### src/sv/scid_pkg.sv
// ----------------------------------------------------------------------------
// scid_pkg
// Shared types, operation class codes and selector tables for the decoder.
// ----------------------------------------------------------------------------
package scid_pkg;

  localparam int InstrW  = 16;
  localparam int ImmW    = 32;
  localparam int ClassW  = 6;
  localparam int RegW    = 4;
  localparam int SInDataW  = 56;
  localparam int MOutDataW = 48;

  // Instruction groups, bits 15:12.
  localparam logic [3:0] GRP_NOP   = 4'h0;
  localparam logic [3:0] GRP_ALU   = 4'h1;
  localparam logic [3:0] GRP_STORE = 4'h2;
  localparam logic [3:0] GRP_LOAD  = 4'h4;
  localparam logic [3:0] GRP_ALUI  = 4'h5;
  localparam logic [3:0] GRP_ADDI  = 4'h6;
  localparam logic [3:0] GRP_CMPI  = 4'h7;
  localparam logic [3:0] GRP_IMM   = 4'h8;
  localparam logic [3:0] GRP_BRI   = 4'h9;
  localparam logic [3:0] GRP_BRC   = 4'hA;
  localparam logic [3:0] GRP_CALLI = 4'hD;
  localparam logic [3:0] GRP_LIMR  = 4'hE;
  localparam logic [3:0] GRP_RET   = 4'hF;

  // Operation classes.
  localparam logic [ClassW-1:0] CLS_NOP    = 6'd0;
  localparam logic [ClassW-1:0] CLS_ADD    = 6'd1;
  localparam logic [ClassW-1:0] CLS_SRA    = 6'd2;
  localparam logic [ClassW-1:0] CLS_SUB    = 6'd3;
  localparam logic [ClassW-1:0] CLS_AND    = 6'd4;
  localparam logic [ClassW-1:0] CLS_SRL    = 6'd5;
  localparam logic [ClassW-1:0] CLS_OR     = 6'd6;
  localparam logic [ClassW-1:0] CLS_XOR    = 6'd7;
  localparam logic [ClassW-1:0] CLS_COPY   = 6'd8;
  localparam logic [ClassW-1:0] CLS_SHL    = 6'd9;
  localparam logic [ClassW-1:0] CLS_CMP    = 6'd10;
  localparam logic [ClassW-1:0] CLS_STW    = 6'd11;
  localparam logic [ClassW-1:0] CLS_LDW    = 6'd19;
  localparam logic [ClassW-1:0] CLS_ADDI   = 6'd27;
  localparam logic [ClassW-1:0] CLS_CMPI   = 6'd28;
  localparam logic [ClassW-1:0] CLS_IMM    = 6'd29;
  localparam logic [ClassW-1:0] CLS_BRI    = 6'd30;
  localparam logic [ClassW-1:0] CLS_BRIE   = 6'd31;
  localparam logic [ClassW-1:0] CLS_BRINE  = 6'd32;
  localparam logic [ClassW-1:0] CLS_BRIGT  = 6'd33;
  localparam logic [ClassW-1:0] CLS_BRIGE  = 6'd34;
  localparam logic [ClassW-1:0] CLS_BRILT  = 6'd35;
  localparam logic [ClassW-1:0] CLS_BRILE  = 6'd36;
  localparam logic [ClassW-1:0] CLS_BRIUGT = 6'd37;
  localparam logic [ClassW-1:0] CLS_BRIULT = 6'd38;
  localparam logic [ClassW-1:0] CLS_CALLI  = 6'd39;
  localparam logic [ClassW-1:0] CLS_LIMR   = 6'd40;
  localparam logic [ClassW-1:0] CLS_RET    = 6'd41;
  localparam logic [ClassW-1:0] CLS_LAST   = CLS_RET;

  typedef struct packed {
    logic [ClassW-1:0] op_class;
    logic [RegW-1:0]   reg_a;
    logic [RegW-1:0]   reg_b;
    logic              alu_uses_immediate;
    logic [ImmW-1:0]   immediate;
    logic              illegal;
  } decode_t;

  // ALU operation by bits 11:8; NOP marks an undefined selector.
  function automatic logic [ClassW-1:0] alu_class(input logic [3:0] sel);
    logic [ClassW-1:0] cls;
    unique case (sel)
      4'h0:    cls = CLS_ADD;
      4'h3:    cls = CLS_SRA;
      4'h4:    cls = CLS_SUB;
      4'h8:    cls = CLS_AND;
      4'h9:    cls = CLS_SRL;
      4'hA:    cls = CLS_OR;
      4'hB:    cls = CLS_XOR;
      4'hC:    cls = CLS_COPY;
      4'hD:    cls = CLS_CMP;
      4'hF:    cls = CLS_SHL;
      default: cls = CLS_NOP;
    endcase
    return cls;
  endfunction

  // Branch condition by bits 3:0 in the conditional branch group.
  function automatic logic [ClassW-1:0] br_class(input logic [3:0] cond);
    logic [ClassW-1:0] cls;
    unique case (cond)
      4'h0:    cls = CLS_BRI;
      4'h1:    cls = CLS_BRIULT;
      4'h8:    cls = CLS_BRIE;
      4'h9:    cls = CLS_BRINE;
      4'hA:    cls = CLS_BRIGT;
      4'hB:    cls = CLS_BRIGE;
      4'hC:    cls = CLS_BRILT;
      4'hD:    cls = CLS_BRILE;
      4'hE:    cls = CLS_BRIUGT;
      default: cls = CLS_NOP;
    endcase
    return cls;
  endfunction

endpackage

### src/sv/scid_decode.sv
// ----------------------------------------------------------------------------
// scid_decode
// Combinational decode of one instruction word into class, registers and
// the formed immediate.
// ----------------------------------------------------------------------------
module scid_decode import scid_pkg::*; (
  input  logic [InstrW-1:0] instr_word,
  input  logic              prefix_pending,
  input  logic [ImmW-1:0]   prefix_value,
  output decode_t           result
);

  logic [3:0]        grp;
  logic [ImmW-1:0]   imm8;
  logic [ImmW-1:0]   imm12;
  logic [ClassW-1:0] cls;
  logic [ClassW-1:0] alu_cls;
  logic [ClassW-1:0] br_cls;
  logic              aluimm;
  logic [ImmW-1:0]   imm;
  logic              bad;

  assign grp     = instr_word[15:12];
  assign alu_cls = alu_class(instr_word[11:8]);
  assign br_cls  = br_class(instr_word[3:0]);

  // With a prefix the pending value is shifted up and the field joined below;
  // otherwise the field is sign-extended from bit 11.
  always_comb begin
    if (prefix_pending) begin
      imm8  = {prefix_value[23:0], instr_word[11:4]};
      imm12 = {prefix_value[19:0], instr_word[11:0]};
    end else begin
      imm8  = {{24{instr_word[11]}}, instr_word[11:4]};
      imm12 = {{20{instr_word[11]}}, instr_word[11:0]};
    end
  end

  always_comb begin
    cls    = CLS_NOP;
    aluimm = 1'b0;
    imm    = '0;
    bad    = 1'b0;
    unique case (grp)
      GRP_NOP:   cls = CLS_NOP;
      GRP_ALU: begin
        cls = alu_cls;
        bad = (alu_cls == CLS_NOP);
      end
      GRP_ALUI: begin
        cls    = alu_cls;
        bad    = (alu_cls == CLS_NOP);
        aluimm = 1'b1;
        imm    = prefix_value;
      end
      GRP_STORE: begin
        cls = CLS_STW + {3'b000, instr_word[10:8]};
        imm = prefix_value;
      end
      GRP_LOAD: begin
        cls = CLS_LDW + {3'b000, instr_word[10:8]};
        imm = prefix_value;
      end
      GRP_ADDI: begin
        cls = CLS_ADDI;
        imm = imm8;
      end
      GRP_CMPI: begin
        cls = CLS_CMPI;
        imm = imm8;
      end
      GRP_IMM: begin
        cls = CLS_IMM;
        imm = imm12;
      end
      GRP_BRI: begin
        cls = CLS_BRI;
        imm = imm8;
      end
      GRP_BRC: begin
        cls = br_cls;
        bad = (br_cls == CLS_NOP);
        imm = imm8;
      end
      GRP_CALLI: begin
        cls = CLS_CALLI;
        imm = imm8;
      end
      GRP_LIMR: begin
        cls = CLS_LIMR;
        imm = imm8;
      end
      GRP_RET:   cls = CLS_RET;
      default:   bad = 1'b1;
    endcase
  end

  // An undefined encoding keeps only the register fields.
  always_comb begin
    result.reg_a              = instr_word[3:0];
    result.reg_b              = instr_word[7:4];
    result.illegal            = bad;
    result.op_class           = bad ? CLS_NOP : cls;
    result.alu_uses_immediate = bad ? 1'b0 : aluimm;
    result.immediate          = bad ? '0 : imm;
  end

endmodule

### src/sv/soft_cpu_instruction_decoder_top.sv
// ----------------------------------------------------------------------------
// soft_cpu_instruction_decoder_top
// Streaming wrapper: input register, decode logic, result register.
// ----------------------------------------------------------------------------
// The decoder takes one instruction beat per clock when not stalled and returns
// one result beat per instruction, held first in the input register and then in
// the result register, with the decode logic between them.
// Both registers advance together whenever the result register is empty or
// being drained, so back-pressure on the output side stalls the input side only
// while both stages hold a beat.
module soft_cpu_instruction_decoder_top import scid_pkg::*; (
  input  logic                 clk,
  input  logic                 rst,
  input  logic                 s_tvalid,
  output logic                 s_tready,
  // instr_word[15:0], prefix_pending[16], prefix_value[48:17], zero fill
  input  logic [SInDataW-1:0]  s_tdata,
  output logic                 m_tvalid,
  input  logic                 m_tready,
  // op_class[5:0], reg_a[9:6], reg_b[13:10], alu_uses_immediate[14],
  // immediate[46:15], illegal[47]
  output logic [MOutDataW-1:0] m_tdata
);

  logic              in_valid;
  logic [InstrW-1:0] in_instr;
  logic              in_pending;
  logic [ImmW-1:0]   in_prefix;
  logic              out_adv;
  logic              in_adv;
  decode_t           dec;
  decode_t           out_reg;

  assign out_adv  = !m_tvalid || m_tready;
  assign in_adv   = !in_valid || out_adv;
  assign s_tready = in_adv;

  always_ff @(posedge clk) begin
    if (rst) begin
      in_valid <= 1'b0;
    end else if (in_adv) begin
      in_valid <= s_tvalid;
    end
  end

  always_ff @(posedge clk) begin
    if (in_adv && s_tvalid) begin
      in_instr   <= s_tdata[15:0];
      in_pending <= s_tdata[16];
      in_prefix  <= s_tdata[48:17];
    end
  end

  scid_decode u_decode (
    .instr_word     (in_instr),
    .prefix_pending (in_pending),
    .prefix_value   (in_prefix),
    .result         (dec)
  );

  always_ff @(posedge clk) begin
    if (rst) begin
      m_tvalid <= 1'b0;
    end else if (out_adv) begin
      m_tvalid <= in_valid;
    end
  end

  always_ff @(posedge clk) begin
    if (out_adv && in_valid) begin
      out_reg <= dec;
    end
  end

  assign m_tdata = {out_reg.illegal, out_reg.immediate, out_reg.alu_uses_immediate,
                    out_reg.reg_b, out_reg.reg_a, out_reg.op_class};

  // An illegal result carries no class, flag or immediate.
  assert property (@(posedge clk) disable iff (rst)
    m_tvalid && out_reg.illegal |->
      out_reg.op_class == CLS_NOP && !out_reg.alu_uses_immediate && out_reg.immediate == '0)
    else $error("illegal result carries decode fields");

  // The immediate-operand flag only goes with an ALU class.
  assert property (@(posedge clk) disable iff (rst)
    m_tvalid && out_reg.alu_uses_immediate |->
      out_reg.op_class >= CLS_ADD && out_reg.op_class <= CLS_CMP)
    else $error("ALU immediate flag on a non-ALU class");

  assert property (@(posedge clk) disable iff (rst)
    m_tvalid |-> out_reg.op_class <= CLS_LAST)
    else $error("operation class out of range");

  // A decoded beat moves into the result register on the next edge when that register can advance.
  assert property (@(posedge clk) disable iff (rst)
    in_valid && out_adv |=> m_tvalid)
    else $error("decoded beat lost between stages");

  // A stalled result register keeps its beat.
  assert property (@(posedge clk) disable iff (rst)
    m_tvalid && !m_tready |=> m_tvalid && $stable(out_reg))
    else $error("stalled result dropped");

  // The padding above the input fields is zero on every accepted beat.
  assert property (@(posedge clk) disable iff (rst)
    s_tvalid && s_tready |-> s_tdata[SInDataW-1:49] == '0)
    else $error("nonzero fill bits on input beat");

endmodule

### config.mk
export PLATFORM = sky130hd
export DESIGN_NAME = soft_cpu_instruction_decoder_top
export DESIGN_NICKNAME = d
export VERILOG_FILES = /design/src/sv/scid_pkg.sv /design/src/sv/scid_decode.sv /design/src/sv/soft_cpu_instruction_decoder_top.sv
export SDC_FILE = /design/constraint.sdc
export NUM_CORES = 1
export LEC_CHECK = 0
export ABC_AREA = 1
export BUFFER_PORTS_ARGS = -buffer_cell sky130_fd_sc_hd__buf_2
export CAP_MARGIN = 20
export CORE_MARGIN = 2
export CORE_UTILIZATION = 60
export CTS_BUF_LIST = sky130_fd_sc_hd__clkbuf_4
export DETAILED_ROUTE_END_ITERATION = 10
export GPL_TIMING_DRIVEN = 0
export PLACE_DENSITY = 0.87
export SLEW_MARGIN = 10
export SYNTH_ARGS = -nofsm -noshare
export SYNTH_HDL_FRONTEND = slang
export SYNTH_SLANG_ARGS = --single-unit
export TNS_END_PERCENT = 100
### constraint.sdc
create_clock -name clk -period 9.3 [get_ports clk]
set_clock_uncertainty 0.2 [all_clocks]
set_input_delay 0 -clock clk [delete_from_list [all_inputs] [get_ports clk]]
set_output_delay 0 -clock clk [all_outputs]
set_load 0.01 [all_outputs]
# Word level (Yosys, flattened, before mapping)
# Memory sizes are Yosys's and may differ from the RTL's. A register that Yosys moved wholly into a read port is not among the register bits.
# Cells that the tools add are included.
# classes
n_addsub	2
n_eq_ne	12
n_reduce_logical	13
muxes	8
# op_table
operator	count
$pmux W32 S3	1
$pmux W6 S11	1
$mux W32	2
$eq A4 B4 Y1 const B	6
$eq A4 B3 Y1 const B	4
$logic_not A6 Y1	2
$reduce_or A10 Y1	1
$mux W4	2
$add A5 B3 Y6 const A	1
$reduce_or A6 Y1	1
$add A4 B3 Y5 const A	1
$eq A4 B1 Y1 const B	1
$eq A4 B2 Y1 const B	1
$logic_not A4 Y1	1
$pmux W1 S3	1
$reduce_or A3 Y1	1
$logic_and A1 B1 Y1	2
$logic_not A1 Y1	2
$logic_or A1 B1 Y1	2
$reduce_or A2 Y1	1
$mux W1	1
# totals
regBits	99
mem_bits_ro	160
elab_cells	48
out_inout_bits	50
input_bits	60
mem_count	2
# mem_list
memory	depth	width	rd	rd_clocked_by_memory_dff	wr	line_no	text
(name not given)	16	6	1	1	0	scid_pkg.sv:91	unique case (cond)
(name not given)	16	4	1	1	0	scid_pkg.sv:72	unique case (sel)

# Logic depth before layout (Yosys ltp)
# Gate-level depths: netlist (run 1).
# logic_depth
ltp_word	5
depth_mapped	12
mapped_depth_nobuf	11

# Hierarchy
# From an unflattened synthesis (run 1), not the netlist that was laid out.
# hier_totals
hier_cells	541
hier_area_um2	5063.6
# by_module_without_submodules
mod	instances	seq_area_each_um2	area_each_um2	cells_per_inst
soft_cpu_instruction_decoder_top	1	2952.8	3004.1	109
scid_decode	1	0.0	2059.5	432

# Worst setup path after synthesis (run 1)
# No wires, ideal clock.
# synth_timing
path_kind	reg2reg
start	register m_tvalid
end	register out_reg, in the netlist m_tdata[0] (enable)
t_required_ns	8.631
period_less_slack_ns	3.414
setup_ns	0.469
path_buffers	0
arrival_ns	2.745
setup_slack_ns	5.886
path_stages_with_launch	2
path_cell_list	dfxtp_1 -> a21oi_1
# synth_via
elab_chain_cells	3
# synth_rtl
item	line_no	text
from (decl)	soft_cpu_instruction_decoder_top.sv:18	output logic m_tvalid,
from (signal assigned)	soft_cpu_instruction_decoder_top.sv:65	m_tvalid <= in_valid;
$logic_not A1 Y1	soft_cpu_instruction_decoder_top.sv:34	assign out_adv = !m_tvalid || m_tready;
$logic_or A1 B1 Y1	soft_cpu_instruction_decoder_top.sv:34	
$logic_and A1 B1 Y1	soft_cpu_instruction_decoder_top.sv:70	if (out_adv && in_valid) begin
to (signal assigned)	soft_cpu_instruction_decoder_top.sv:71	out_reg <= dec;
to (decl)	soft_cpu_instruction_decoder_top.sv:32	decode_t out_reg;
# No other way between the ends.
# A chain may end at the register's enable or synchronous reset.

# Worst setup path after layout (run 1)
# layout_timing
start	register m_tvalid
end	register u_decode.br_cls[2] (netlist name)
# layout_via
elab_chain_cells	5
# layout_rtl
item	line_no	text
$logic_not A1 Y1	soft_cpu_instruction_decoder_top.sv:34	
$logic_or A1 B1 Y1	soft_cpu_instruction_decoder_top.sv:34	
$logic_or A1 B1 Y1	soft_cpu_instruction_decoder_top.sv:35	assign in_adv = !in_valid || out_adv;
$logic_and A1 B1 Y1	soft_cpu_instruction_decoder_top.sv:47	if (in_adv && s_tvalid) begin
$mux W4 (no source line)	--	
# No other way between the ends.

==> impl_metrics.csv, run 1 <==
group,metric,value,unit
setup_path,critPathArrivalTime,2.68,ns
die,die_w,94.85,microns
placement,place_inst,716,
setup_path,cp_top_family,"simple AND/OR/NAND/NOR gates",
timing,drv_slew,0,
global_route,grt_overflow,0,
die,initial_core_util,0.6119,
setup_path,end_kind,"register",
drt,wl_per_cell,17.03,microns
final_layout,antenna_cells,0,
clocking,cts_hold_buf,54,
timing,fmax,400.8,MHz
logic_synthesis,ys_ff_latch,108,
setup_path,r2r_setup_slack,6.80,ns
die,rows,33,
timing,max-slew-margin-rel,0.4621,
die,die_height,94.85,microns
drt,vias_per_cell,5.467,
logic_synthesis,synth_ff_type,"edfxtp_1",
final_layout,syn2layout_area_growth,27.59,%
logic_synthesis,synthesis.nets,573,
worst_hold_path,min_path_type,"in2reg",
drt,firstDrtPassIters,8,
global_route,grt_pass1_vias,4119,
global_route,track_usage,0.3125,
final_layout,fin_area,6319,sq um
power,total_power,973.9,uW
power,p_leak,2.866,nW
clocking,post_cts_buffers,0,
logic_synthesis,synth-seq-area-share,0.6326,
final_layout,drive_gt1_frac,0.2159,
timing,fin_tns_setup,0,ns
setup_path,cp-start-kind,"register",
final_layout,fill_cells,523,
final_layout,final_nets,742,
power,power.density,154.1,nW/um^2
clocking,clock_path_buffers,2,
clocking,path_clk_slew,0.18,ns
logic_synthesis,synth-edff-count,97,
clocking,clock-sinks,108,
drt,drt-initial-drc-count,476,
logic_synthesis,ys_types,25,
logic_synthesis,yosys_warnings,0,
drt,remaining_drc_errors,0,
setup_path,crit_type,"reg2reg",
placement,dpl-instance-area,5645,sq um
logic_synthesis,ys_async_sr_fraction,0,
die,io_pins,110,
setup_path,critPathMaxStageDelay,0.47,ns
timing,rsz0062_at_grt,"no",
power,ir_drop,0.0001722,V
run,max_cap_viol_count,0,
status,status,"finished clean",
logic_synthesis,syn_area,4952,sq um
setup_path,path_buf_inv,2,
clocking,numCtsBuffers,9,
clocking,cts-root-buf,"clkbuf_4",
logic_synthesis,synth_cells,507,
placement,gp_congestion,0.9187,
placement,io_buffers,102,
drt,vias,4297,
setup_path,required,9.48,ns
clocking,post_cts_resized,0,
global_route,grt_pass1_wl,20.69,mm
timing,period_share,0.2683,
logic_synthesis,syn-mean-instance-area,9.768,sq um
clocking,clock_latency,0.48,ns
setup_path,crit_fanout,10,
timing,worst_pin_slew,0.8051,ns
setup_path,crit_chain,"nand3_2 > nand2_2 > buf_2 > nand2_1 > o21ai_0 > inv_1 > ha_1 > nand2_1 > nand2_1 > nand2_1 > nand2_1",
global_route,grt_max_degree,28,
timing,fin_crit,2.495,ns
drt,ant_nets,0,
drt,routed_wl,13.39,mm
placement,hpwl,8.565,mm
setup_path,slowest_stage,"dfxtp_1",
timing,final-hold-violation-count,0,
clocking,cts_max_level,3,
timing,setup_violations,0,
clocking,cts_tree,"yes",
final_layout,layout.cells.non_filler,786,
global_route,antenna_found_initial,0,
die,fp.dieArea,8997,sq um
setup_path,cpMostUsedCell,"nand2_1",
die,coreArea,8093,sq um
-- through the flow --
| step | utilization | setup WS [ns] | hold slack [ns] |
|---|---|---|---|
| after floorplan | - | 5.886 | -0.1309 |
| after global placement | 0.6912 | 4.964 | -0.02863 |
| after detailed placement | 0.6976 | 7.002 | -0.02191 |
| after CTS | 0.7808 | 6.972 | 0.01564 |
| after global routing | 0.7808 | 6.683 | 0.005387 |
| final | 0.7808 | 6.805 | 0.01893 |
-- final timing paths --
check / from / to / cells after the start
worst max-delay path: m_tvalid / u_decode.br_cls[2] / 11
worst min-delay path: s_tdata[6] / in_instr[6] / 2
worst max register to register: m_tvalid / u_decode.br_cls[2] / 11
worst min register to register: in_instr[1] / m_tdata[7] / 0
-- registers in the layout, indices dropped and copies added (netlist names) --
name / cells
m_tdata: 48
in_valid: 1
in_prefix: 32
in_instr: 16
u_decode.br_cls: 5
in_pending: 1
m_tvalid: 1
u_decode.alu_cls: 4
-- worst register-to-register path, delay by kind of cell, from the launching register on --
kind / cells / cell delay, ns
adder cells (fa/ha/maj): 1 / 0.28
buffers and inverters: 2 / 0.44
AO/OA/AOI/OAI: 1 / 0.22
AND/OR/NAND/NOR: 7 / 0.80
flip-flops: 1 / 0.47
-- final cells by class --
type,count,area [sq um],share of cell area
clock buffers,9,67.56,0.01069
flip-flops and latches,108,3133,0.4958
multi-input cells,351,1612,0.2551
well taps,105,131.4,0.02079
clock inverters,7,65.06,0.01030
inverters,28,105.1,0.01663
plain buffers,20,113.9,0.01802
repair buffers,158,1091,0.1727
-- report_power, final --
group          switching [mW]  leakage [nW]  internal, mW  total [mW]
logic                  0.0961          1.76        0.0671       0.163
clock network           0.168        0.0710        0.0617       0.230
registers              0.0157          1.04         0.565       0.581
-- synthesized netlist by cell type, types with 4 or more instances --
cell type | count | area, sq um
inv_1 | 26 | 97.59
and2_1 | 28 | 175.2
buf_2 | 7 | 35.03
nand2_1 | 208 | 780.8
nand3_1 | 42 | 210.2
nor2_1 | 27 | 101.4
a21oi_1 | 11 | 55.05
dfxtp_1 | 11 | 220.2
nand3b_1 | 4 | 30.03
edfxtp_1 | 97 | 2913
clkbuf_1 | 7 | 26.28
nand2_2 | 4 | 25.02
o21ai_0 | 9 | 45.04
buf_4 | 4 | 30.03
ha_1 | 6 | 75.07
-- layer usage --
layer | share of wire | vias up | global-route usage | wire, microns
li1 | - | 2006 | - | -
met2 | 0.49 | 298 | 0.5136 | 6572
met4 | 0.023 | 0 | 0.09541 | 308
met1 | 0.38 | 1954 | 0.4119 | 5086
met5 | 0 | - | 0 | 0
met3 | 0.11 | 39 | 0.07981 | 1419
-- cells by family after synthesis --
| family | count (synthesis) | synth area share |
|---|---|---|
| AO/OA/AOI/OAI | 23 | 0.02426 |
| buffers and inverters | 48 | 0.04421 |
| adder cells (fa/ha/maj) | 6 | 0.01516 |
| flip-flops | 108 | 0.6326 |
| AND/OR/NAND/NOR | 322 | 0.2837 |
-- placed cells by master, fill, tap and decap left out, types with 2 or more instances in the layout --
master         count
nand2_1          208
buf_2            109
edfxtp_1          97
dlygate4sd3_1     54
nand3_1           42
and2_1            28
nor2_1            27
inv_1             25
dfxtp_1           11
a21oi_1           10
o21ai_0            9
clkbuf_4           9
clkbuf_1           7
ha_1               6
nand2_2            4
nand3b_1           4
buf_4              4
nand3_2            3
inv_2              3
nand4_1            3
buf_6              2
clkinv_4           2
inv_6              2
inv_8              2
buf_12             2
Note: power is estimated with default switching activity, not from simulation.
==> inputs of run 2 (changes only) <==
--- a/config.mk
+++ b/config.mk
@@ -9,11 +9,11 @@
 export BUFFER_PORTS_ARGS = -buffer_cell sky130_fd_sc_hd__buf_2
 export CAP_MARGIN = 20
 export CORE_MARGIN = 2
-export CORE_UTILIZATION = 60
+export CORE_UTILIZATION = 51
 export CTS_BUF_LIST = sky130_fd_sc_hd__clkbuf_4
 export DETAILED_ROUTE_END_ITERATION = 10
 export GPL_TIMING_DRIVEN = 0
-export PLACE_DENSITY = 0.87
+export PLACE_DENSITY = 0.79
 export SLEW_MARGIN = 10
 export SYNTH_ARGS = -nofsm -noshare
 export SYNTH_HDL_FRONTEND = slang
==> constraint.sdc (replaced) <==
create_clock -name clk -period 2.2 [get_ports clk]
set_clock_uncertainty 0.2 [all_clocks]
set_input_delay 0 -clock clk [delete_from_list [all_inputs] [get_ports clk]]
set_output_delay 0 -clock clk [all_outputs]
set_load 0.01 [all_outputs]
==> impl_metrics.csv, run 2 (same netlist as run 1, synthesis figures left out) <==
group,metric,value,unit
timing,fmax,482.8,MHz
setup_path,crit_fanout,10,
timing,fin_crit,2.071,ns
global_route,grt_max_degree,30,
setup_path,required,2.22,ns
power,power.density,639.1,nW/um^2
setup_path,cp.depth,8,
final_layout,mostFrequentLayoutCells,"208 x nand2_1, 106 x buf_2, 97 x edfxtp_1",
setup_path,path_buf_inv,3,
die,rows,35,
clocking,cts-root-buf,"clkbuf_4",
setup_path,end_kind,"register",
status,status,"finished clean",
clocking,numCtsBuffers,9,
setup_path,critPathArrivalTime,2.09,ns
clocking,clock_latency,0.46,ns
final_layout,seqCellArea,3134,sq um
clocking,cts_tree,"yes",
global_route,grt_pass1_wl,19.05,mm
final_layout,final_common_cell,"nand2_1",
timing,rsz0062_at_grt,"no",
timing,period_share,0.9415,
worst_hold_path,min_path_type,"in2reg",
setup_path,critPathMaxStageDelay,0.45,ns
timing,drv_slew,0,
timing,final-hold-violation-count,0,
die,coreArea,9328,sq um
final_layout,drive_gt1_frac,0.2321,
die,die_height,102.5,microns
timing,hold_ws,0.03120,ns
setup_path,cp_top_family,"buffers and inverters",
power,ir_drop,0.0003545,V
global_route,grt_overflow,0,
global_route,antenna_found_initial,0,
die,initial_core_util,0.5309,
timing,worst_pin_slew,0.7632,ns
setup_path,r2r_setup_slack,0.13,ns
setup_path,crit_chain,"inv_1 > or2_2 > clkbuf_1 > clkbuf_4 > nand2_1 > nand2_1 > nand3_1 > and2_1",
timing,finalWorstSetupSlack,0.1288,ns
drt,wl_per_cell,15.26,microns
setup_path,r2r_cells,8,
power,p_leak,2.887,nW
die,io_pins,110,
setup_path,slowest_stage,"edfxtp_1",
setup_path,cpMostUsedCell,"nand2_1",
drt,ant_nets,0,
clocking,cts_max_level,3,
worst_hold_path,whs_path_depth,2,
drt,drt-initial-drc-count,285,
clocking,clock-sinks,108,
final_layout,final_nets,746,
final_layout,largest_reg_flops,48,
timing,max-slew-margin-rel,0.4901,
drt,remaining_drc_errors,0,
die,die_w,102.5,microns
clocking,path_clk_slew,0.18,ns
final_layout,antenna_cells,0,
placement,hpwl,8.310,mm
final_layout,fill_cells,727,
placement,gp_congestion,0.9409,
final_layout,post-route-util,0.6881,
drt,firstDrtPassIters,5,
final_layout,syn2layout_area_growth,29.61,%
timing,setup_violations,0,
final_layout,multi_input_area,1643,sq um
timing,fin_tns_setup,0,ns
drt,vias_per_cell,5.068,
setup_path,cp-start-kind,"register",
placement,io_buffers,102,
clocking,clock_path_buffers,2,
global_route,track_usage,0.2402,
run,max_cap_viol_count,0,
global_route,grt_pass1_vias,3765,
drt,routed_wl,12.42,mm
drt,vias,4125,
die,fp.dieArea,10510,sq um
placement,dpl_worst_slack,-0.4560,ns
setup_path,crit_type,"reg2reg",
## run 2: cell types whose count changed in the layout (fill, tap and decap cells not counted), sizes merged
cell      change
clkbuf        +3
clkinvlp      +4
buf           -1
inv           -3
clkinv        +1
## run 2: layout make-up
class,instances,area share
repair inverters,2,0.001949
plain buffers,20,0.01969
multi-input cells,351,0.2559
inverters,28,0.01696
well taps,129,0.02515
repair buffers,160,0.1704
clock inverters,7,0.01111
flip-flops and latches,108,0.4883
clock buffers,9,0.01053
## run 2: final timing paths
path,from,end
setup / recovery,in_instr[11],m_tdata[31]
hold / removal,s_tdata[20],in_prefix[3]
setup reg to reg,in_instr[11],m_tdata[31]
hold reg to reg,in_instr[1],m_tdata[7]
## run 2: timing repair
action,4_1_cts,5_1_grt
gates resized for setup,7,11
setup endpoints to repair,59,32
endpoints found under the hold margin,65,0
hold buffers,54,0
setup buffers,0,3
gates cloned,1,1
pin swaps,0,0
## run 2: power by group
part	total (mW)	switching (mW)	internal (mW)	leakage, nW
sequential	2.45	0.0642	2.39	1.04
combinational	0.681	0.392	0.289	1.78
clock	0.967	0.706	0.261	0.0689
## run 2: metal layers
metal / global-route usage / vias up / routed length [microns]
li1: - / 2022 / -
met1: 0.3513 / 1904 / 5731
met2: 0.3720 / 178 / 5591
met3: 0.03932 / 21 / 854
met4: 0.07487 / 0 / 241
met5: 0 / - / 0
## run 2: metrics by stage
step / area [sq um] / power, mW / instances
4_1_cts: 6362 / 4.094 / 810
5_1_grt: 6419 / 4.297 / 814
3_5_place_dp: 5667 / 3.078 / 739
6_report: 6419 / 4.102 / 814
2_1_floorplan: 4975 / 2.851 / 507
3_3_place_gp: 5647 / 3.060 / 738
